<file path="src/design/bpq_pkg.sv">
// shared constants, codes and controller/datapath types for the bucket priority queue
package bpq_pkg;

  // default sizing
  localparam int NUM_BUCKETS_DEF  = 64;
  localparam int BUCKET_DEPTH_DEF = 16;
  localparam int ENTRY_WIDTH_DEF  = 32;

  // fixed field widths
  localparam int OP_W     = 2;
  localparam int KEY_W    = 8;
  localparam int DATA_W   = 32;
  localparam int STATUS_W = 3;
  localparam int COUNT_W  = 11;

  // operation codes
  localparam logic [OP_W-1:0] OP_INSERT = 2'd0;
  localparam logic [OP_W-1:0] OP_REMOVE = 2'd1;
  localparam logic [OP_W-1:0] OP_CLEAR  = 2'd2;
  localparam logic [OP_W-1:0] OP_UNUSED = 2'd3;

  // status codes
  localparam logic [STATUS_W-1:0] ST_OK        = 3'd0;
  localparam logic [STATUS_W-1:0] ST_SKIPPED   = 3'd1;
  localparam logic [STATUS_W-1:0] ST_KEY_RANGE = 3'd2;
  localparam logic [STATUS_W-1:0] ST_FULL      = 3'd3;
  localparam logic [STATUS_W-1:0] ST_EMPTY     = 3'd4;

  // controller to datapath
  typedef struct packed {
    logic accept;
    logic fetch;
    logic commit;
  } ctrl_cmd_t;

  // datapath to controller
  typedef struct packed {
    logic need_fetch;
    logic out_free;
  } ctrl_status_t;

endpackage

</file>
<file path="src/design/bpq_ctrl.sv">
// sequencer for one request at a time: look up bucket state, fetch entry when needed, commit
module bpq_ctrl
  import bpq_pkg::*;
(
  input  logic         clk,
  input  logic         rst,
  input  logic         req_valid,
  output logic         req_ready,
  input  ctrl_status_t stat,
  output ctrl_cmd_t    cmd
);

  localparam logic [1:0] S_IDLE  = 2'd0;
  localparam logic [1:0] S_LOOK  = 2'd1;
  localparam logic [1:0] S_FETCH = 2'd2;

  logic [1:0] state;
  logic [1:0] state_next;

  assign req_ready = (state == S_IDLE);

  // next state and commands
  always_comb begin
    state_next = state;
    cmd        = '0;
    unique case (state)
      S_IDLE: begin
        if (req_valid) begin
          cmd.accept = 1'b1;
          state_next = S_LOOK;
        end
      end
      S_LOOK: begin
        if (stat.need_fetch) begin
          cmd.fetch  = 1'b1;
          state_next = S_FETCH;
        end else if (stat.out_free) begin
          cmd.commit = 1'b1;
          state_next = S_IDLE;
        end
      end
      S_FETCH: begin
        if (stat.out_free) begin
          cmd.commit = 1'b1;
          state_next = S_IDLE;
        end
      end
      default: begin
        state_next = S_IDLE;
      end
    endcase
  end

  // state register
  always_ff @(posedge clk) begin
    if (rst) begin
      state <= S_IDLE;
    end else begin
      state <= state_next;
    end
  end

endmodule

</file>
<file path="config.mk">
export PLATFORM = sky130hd
export DESIGN_NAME = bpq_ctrl
export DESIGN_NICKNAME = d
export VERILOG_FILES = /design/src/design/bpq_pkg.sv /design/src/design/bpq_ctrl.sv
export SDC_FILE = /design/constraint.sdc
export NUM_CORES = 1
export LEC_CHECK = 0
export BUFFER_PORTS_ARGS = -buffer_cell sky130_fd_sc_hd__buf_2
export CAP_MARGIN = 10
export CORE_AREA = 2 2 39 41
export CTS_CLUSTER_SIZE = 8
export DETAILED_ROUTE_END_ITERATION = 8
export DIE_AREA = 0 0 41 43
export PLACE_DENSITY_LB_ADDON = 0.2
export RECOVER_POWER = 100
export SETUP_SLACK_MARGIN = 0.02
export SLEW_MARGIN = 25
export SYNTH_ARGS = -nofsm -noshare
export SYNTH_HDL_FRONTEND = slang
export SYNTH_SLANG_ARGS = --single-unit
</file>
<file path="constraint.sdc">
create_clock -name clk -period 2.28 [get_ports clk]
set_input_delay 0.456 -clock clk [delete_from_list [all_inputs] [get_ports clk]]
set_output_delay 0.456 -clock clk [all_outputs]
set_load 0.005 [all_outputs]
</file>
# Word level (Yosys, flattened, before mapping)
# Cells that the tools add are included.
[word_totals]
inputBits = 5
memories = 0
ramBits = 0
latchBits = 0
rom_bits = 0
ff_bits = 2
[op_classes]
order_cmp = 0
addsub = 0
mux = 11
div_mod_pow = 0
n_bitwise = 0
mul = 0
n_eq_ne = 3
reduce_logical = 1
shifts = 0
[op_table]
columns = ["op", "n"]
rows = [
  ["$mux W1", 6],
  ["$mux W2", 3],
  ["$pmux W2 S3", 1],
  ["$eq A2 B1 Y1 const B", 1],
  ["$eq A2 B2 Y1 const B", 1],
  ["$logic_not A2 Y1", 1],
  ["$ne A2 B2 Y1 const B", 1],
  ["$pmux W1 S2", 1],
]

# Depth between registers and ports, before layout
# Gate-level depths: netlist (run 1).
[depth]
word_depth = 3
ltp_mapped = 5
depth_no_buf = 5

# Least setup slack after synthesis (run 1)
# OpenSTA, ideal clock, no wires.
[synth_timing]
kind = "reg-to-output"
start = "register state[1]"
end = "output cmd[0] (netlist bit)"
stages_incl_launch_ff = 5
arrival_time_ns = 0.931
required_time_ns = 1.824
path_slack_ns = 0.893
cell_sequence = "dfxtp_1 inv_1 ha_1 nor2b_1 o211a_1"
[synth_lines]
columns = ["item", "line", "source"]
rows = [
  ["start: declaration", "bpq_ctrl.sv:17", "logic [1:0] state;"],
  ["start signal: assignment", "bpq_ctrl.sv:59", "state <= state_next;"],
  ["end: declaration", "bpq_ctrl.sv:10", "output ctrl_cmd_t cmd"],
]

==> out/results.ini, run 1 <==
[run_status]
status=finished, final reports clean

[die]
die-area_sq_um=1760
core-area_sq_um=1380
initial_core_util=0.146
die_width_um=41
fp.dieH_um=43
num_rows=14
boundaryPins=9

[sta]
maxSlewHeadroom=0.819
timing.final.ws_setup_ns=0.517
hold_viol=0
whs_ns=0.426
tightest_slew_ns=0.267
fin_tns_setup_ns=0
slew_violations=0
finalCritPeriodShare=0.773
rsz0062_at_grt=false
final.setup_skew_ns=0.00437
finalSetupViolCount=0
finalCriticalPeriod_ns=1.76
max_freq_mhz=567

[critical_path]
critPathArrivalTime_ns=1.31
end_kind=primary output
critPathRequiredTime_ns=1.82
cpPeakStageDelay_ns=0.35
path_buf_inv=2
crit_fanout=3
crit_family=flip-flops
worst_setup_path_start_kind=flop
worstPathCellList=inv_1 -> ha_1 -> nor2b_1 -> o211a_1 -> buf_2
slowest_stage=dfxtp_1
worstSetupPathType=reg2out

[clock_network]
htreeDepth=1
cts_made_buffers=3
cts_tree=yes
clk_path_buf_depth=2
hold_buffers=0
cts_setup_buffers=0
cts.clk_slew.worst_paths_ns=0.03
post_cts_resized=0
numClockSinks=2
cts-root-buf=clkbuf_4
clock_latency_ns=0.22

[global_route]
grt_overflow=0
grt_pass1_wl_um=676
grt_pass1_vias=173
grtUsageTotal=0.0611
antenna_found_initial=0
grt_max_degree=6

[drt]
via_count=187
routed_wl_um=425
detail-route-antenna-nets=0
avgViaCountPerCell=3.74
dr.pass1.iters=1
wl_per_cell_um=8.50
drtIter0Drc=0
drc=0

[pwr]
power_frac_comb=0.220
pwr-share-seq=0.269
p_clk_frac=0.511
p_leak_nw=0.132
sw_frac_of_total=0.256
p_per_area_nw_per_um2=555
peakVddDrop_mv=0.170
p_int_mw=0.113
p_sw_mw=0.0388

[cells_and_area]
reg_top3=state: 2 flops
layout_commonest_cell=buf_2
largest_reg_flops=2
drive_above_1_share=0.294
regMostFlops=state
layout.nets=45
antenna_cells=0
syn_to_final_growth_pct=34.6
layout_common_cells=buf_2, ha_1, clkbuf_4

[logic_synthesis]
synth-simple-area-share=0.278
synthMuxAreaShare=0
yosys_warnings=0
synth_cell_types=16
syn_nets=32
syn_area_sq_um=203
ys_ff_latch=2
synth-adder-area-share=0.247
netlist_instances=23
synthXorXnorAreaFrac=0
synth_top_family_by_area=simple AND/OR/NAND/NOR gates
ys_seq_area_frac=0.198
synth_compound_area_frac=0.241
synth_area_per_cell_sq_um=8.81

[placed_design]
place.gp.congestion=0.684
post-place-ws_ns=0.726
port_buffers=8

[min_path]
hold_path.class=in2reg

[job]
maxCapViolations=0

[logic make-up after synthesis]
| group | after synthesis |
|---|---|
| simple gates | 9 |
| buf+inv | 2 |
| fa+ha+maj | 4 |
| flops | 2 |
| compound gates | 6 |
[final timing paths]
| kind | start | endpoint | slack, ns | cells past startpoint |
|---|---|---|---|---|
| min | rst | state[0]$_SDFFE_PP0P_ | 0.43 | 2 |
| max reg2reg | state[0]$_SDFFE_PP0P_ | state[0]$_SDFFE_PP0P_ | 0.90 | 5 |
| max | state[1]$_SDFFE_PP0P_ | cmd[0] | 0.52 | 5 |
| min reg2reg | state[1]$_SDFFE_PP0P_ | state[1]$_SDFFE_PP0P_ | 0.56 | 2 |
[stage by stage]
step	area, sq um	power [mW]	utilization	cells
after global placement	263	0.0779	0.190	47
after CTS	285	0.160	0.206	50
after detailed placement	263	0.0778	0.190	47
after floorplan	203	0.0635	-	23
after global routing	273	0.167	0.197	50
final	273	0.151	0.197	50
[worst reg2reg max path: cells and delay by family, from the launching register on]
family          cells  cell delay, ns
fa+ha+maj           1            0.25
flops               1            0.39
simple gates        1            0.31
buf+inv             1            0.08
compound gates      2            0.28
[synthesized netlist by cell type]
master	n	area (sq um)
ha_1	4	50.1
and2_1	2	12.5
dfxtp_1	2	40.0
inv_1	2	7.51
nor2_1	2	7.51
a21oi_1	1	5.00
nand2_1	1	3.75
nand2b_1	1	6.26
nand3_1	1	5.00
nor2b_1	1	6.26
nor4b_2	1	15.0
o211a_1	1	10.0
o211ai_1	1	7.51
o21ai_1	1	5.00
o31a_1	1	8.76
o31ai_2	1	12.5
[power groups by stage]
stage	Combinational [mW]	Clock [mW]	Sequential (mW)
finish	0.0333	0.0774	0.0407
global route	0.0382	0.0871	0.0416
CTS	0.0366	0.0823	0.0408
floorplan	0.0231	0	0.0404
global placement	0.0367	0	0.0412
detailed placement	0.0364	0	0.0413
[area by class of cell]
cell class | count | area, sq um
flip-flops and latches | 2 | 40.0
repair buffers | 8 | 38.8
clock buffers | 3 | 22.5
well taps | 16 | 20.0
multi-input cells | 19 | 144
fillers | 164 | 1110
inverters | 2 | 7.51
[layer usage]
layer / part of all wire / GRT usage / up-vias
met1: 0.46 / 0.0732 / 78
met4: 0 / 0.0800 / 0
met2: 0.48 / 0.0719 / 4
met3: 0.064 / 0.0157 / 0
li1: - / - / 105
met5: 0 / 0 / -
Note: power is estimated with default switching activity, not from simulation.
==> run 2, diff against run 1 <==
--- a/config.mk
+++ b/config.mk
@@ -5,6 +5,7 @@
 export SDC_FILE = /design/constraint.sdc
 export NUM_CORES = 1
 export LEC_CHECK = 0
+export ABC_AREA = 1
 export BUFFER_PORTS_ARGS = -buffer_cell sky130_fd_sc_hd__buf_2
 export CAP_MARGIN = 10
 export CORE_AREA = 2 2 39 41
==> constraint.sdc (replaced) <==
create_clock -name clk -period 1.7 [get_ports clk]
set_input_delay 0.34 -clock clk [delete_from_list [all_inputs] [get_ports clk]]
set_output_delay 0.34 -clock clk [all_outputs]
set_load 0.005 [all_outputs]
==> out/results.ini, run 2 <==
[clock_network]
numClockSinks=2  ; unchanged
clk_path_buf_depth=2  ; unchanged
cts_made_buffers=3  ; unchanged
cts_tree=yes  ; unchanged
hold_buffers=0  ; unchanged
cts-root-buf=clkbuf_4  ; unchanged
cts_setup_buffers=0  ; unchanged
post_cts_resized=0  ; unchanged
htreeDepth=1  ; unchanged
cts.clk_slew.worst_paths_ns=0.03  ; about the same
clock_latency_ns=0.22  ; about the same

[cells_and_area]
layout.nets=54  ; was 45
regMostFlops=state  ; unchanged
layout_commonest_cell=nand2_1  ; was buf_2
final_area_sq_um=282  ; was 273 sq um
syn_to_final_growth_pct=40.6  ; was 34.6%
num-fill-cells=169  ; was 164
reg_top3=state: 2 flops  ; unchanged
antenna_cells=0  ; unchanged
largest_reg_flops=2  ; unchanged
layout_common_cells=nand2_1, inv_1, buf_2, nor2_1, ha_1  ; was buf_2, ha_1, clkbuf_4
drive_above_1_share=0.302  ; was 0.294

[global_route]
grt_overflow=0  ; unchanged
grtUsageTotal=0.0562  ; was 0.0611
antenna_found_initial=0  ; unchanged
grt_max_degree=5  ; was 6
grt_pass1_vias=179  ; was 173
grt_pass1_wl_um=593  ; was 676 um

[pwr]
peakVddDrop_mv=0.219  ; was 0.170 mV
p_per_area_nw_per_um2=745  ; was 555 nW/um^2
p_leak_nw=0.161  ; was 0.132 nW

[logic_synthesis]
synth_cell_types=11  ; was 16
synth_edf_count=0  ; unchanged
synth_top_cells_by_count=nand2_1, inv_1, ha_1  ; was ha_1, and2_1, dfxtp_1, inv_1, nor2_1
synth_area_per_cell_sq_um=6.26  ; was 8.81 sq um
yosys_warnings=0  ; unchanged
ys_ff_latch=2  ; unchanged
ys_seq_area_frac=0.200  ; was 0.198
synth_area_leader_cell=ha_1  ; unchanged
synth.most_common_cell=nand2_1  ; was ha_1
syn_nets=41  ; was 32
synth_top_area_frac=0.250  ; was 0.247
synthArstFlopShare=0  ; unchanged
synth.area.top_cells=ha_1, dfxtp_1, nand2_1, inv_1, nor2_1  ; was ha_1, dfxtp_1, nor4b_2, and2_1, o31ai_2
synth-main-ff-cell=dfxtp_1  ; unchanged
netlist_instances=32  ; was 23
syn_area_sq_um=200  ; was 203 sq um

[drt]
avgViaCountPerCell=3.63  ; was 3.74
detail-route-antenna-nets=0  ; unchanged
dr.pass1.iters=4  ; was 1
via_count=214  ; was 187
wl_per_cell_um=6.42  ; was 8.50 um
drc=0  ; unchanged
drtIter0Drc=3  ; was 0
routed_wl_um=379  ; was 425 um

[sta]
finalSetupViolCount=0  ; unchanged
max_freq_mhz=647
hold_viol=0  ; unchanged
slew_violations=0  ; unchanged
rsz0062_at_grt=false  ; unchanged
finalCriticalPeriod_ns=1.54
tightest_slew_ns=0.181  ; was 0.267 ns
finalCritPeriodShare=0.909
final.setup_skew_ns=0.00362  ; was 0.00437 ns
fin_tns_setup_ns=0  ; unchanged
maxSlewHeadroom=0.879  ; was 0.819

[critical_path]
crit_fanout=4  ; was 3
critPathArrivalTime_ns=1.20  ; was 1.31 ns
critPathRequiredTime_ns=1.36  ; was 1.82 ns
worst_setup_path_start_kind=flop  ; unchanged
worstSetupPathType=reg2out  ; unchanged
end_kind=primary output  ; unchanged

[run_status]
status=finished, final reports clean  ; unchanged

[die]
die-area_sq_um=1760  ; unchanged
initial_core_util=0.145  ; was 0.146
core-area_sq_um=1380  ; unchanged
boundaryPins=9  ; unchanged
fp.dieH_um=43  ; unchanged
num_rows=14  ; unchanged
die_width_um=41  ; unchanged

[placed_design]
place_hpwl_um=317
place.gp.congestion=0.586  ; was 0.684
dpl_cell_area_sq_um=260  ; was 263 sq um
port_buffers=8  ; unchanged

[min_path]
hold_path.class=in2reg  ; unchanged

[job]
maxCapViolations=0  ; unchanged

run 2: layout make-up:
class,instances,area [sq um],share of cell area
Timing Repair Buffer,8,40.0,0.142
Inverter,7,26.3,0.0933
Sequential cell,2,41.3,0.147
Tap cell,16,20.0,0.0711
Multi-Input combinational cell,23,131,0.467
Clock buffer,3,22.5,0.0800
run 2: critical path, cell delays in order (launching register included):
cell and delay (ns):
dfxtp_1 0.37, inv_1 0.09, ha_1 0.28, nand2_1 0.05, nor2_1 0.09, clkbuf_2 0.11
run 2: cell families (layout without fill, tap and decap cells):
| group | after synthesis | after routing | synth area share |
|---|---|---|---|
| AO/OA/AOI/OAI | 3 | 3 | 0.0937 |
| adder cells (fa/ha/maj) | 4 | 4 | 0.250 |
| flip-flops | 2 | 2 | 0.200 |
| AND/OR/NAND/NOR | 16 | 16 | 0.325 |
| buffers and inverters | 7 | 18 | 0.131 |
run 2: power by group:
part	switching, mW	internal, mW	total (mW)
combinational	0.0295	0.0222	0.0518
clock	0.0256	0.0778	0.103
sequential	0.00327	0.0515	0.0547
total	0.0584	0.151	0.210
run 2: per-layer routing:
metal | share of wire | track usage | wire length (um)
met4 | 0 | 0.0400 | 0
met3 | 0.098 | 0.0628 | 37
met5 | 0 | 0 | 0
met2 | 0.47 | 0.0719 | 177
met1 | 0.43 | 0.0481 | 164
run 2: final timing paths:
check / start / endpoint / slack, ns / depth (start not counted)
worst max-delay path: state[1]$_SDFFE_PP0P_ / cmd[0] / 0.16 / 5
worst max register to register: state[1]$_SDFFE_PP0P_ / state[1]$_SDFFE_PP0P_ / 0.50 / 7
worst min register to register: state[0]$_SDFFE_PP0P_ / state[0]$_SDFFE_PP0P_ / 0.49 / 2
worst min-delay path: rst / state[0]$_SDFFE_PP0P_ / 0.29 / 2
run 2: metrics by stage:
step           instances  worst slack, ns  hold slack, ns   util  power (mW)
2_1_floorplan         32            0.514           0.402      -      0.0903
3_3_place_gp          56            0.332           0.512  0.188       0.111
3_5_place_dp          56            0.351           0.505  0.188       0.110
4_1_cts               59            0.108           0.288  0.204       0.221
5_1_grt               59           0.0490           0.280  0.203       0.233
6_report              59            0.155           0.290  0.203       0.210
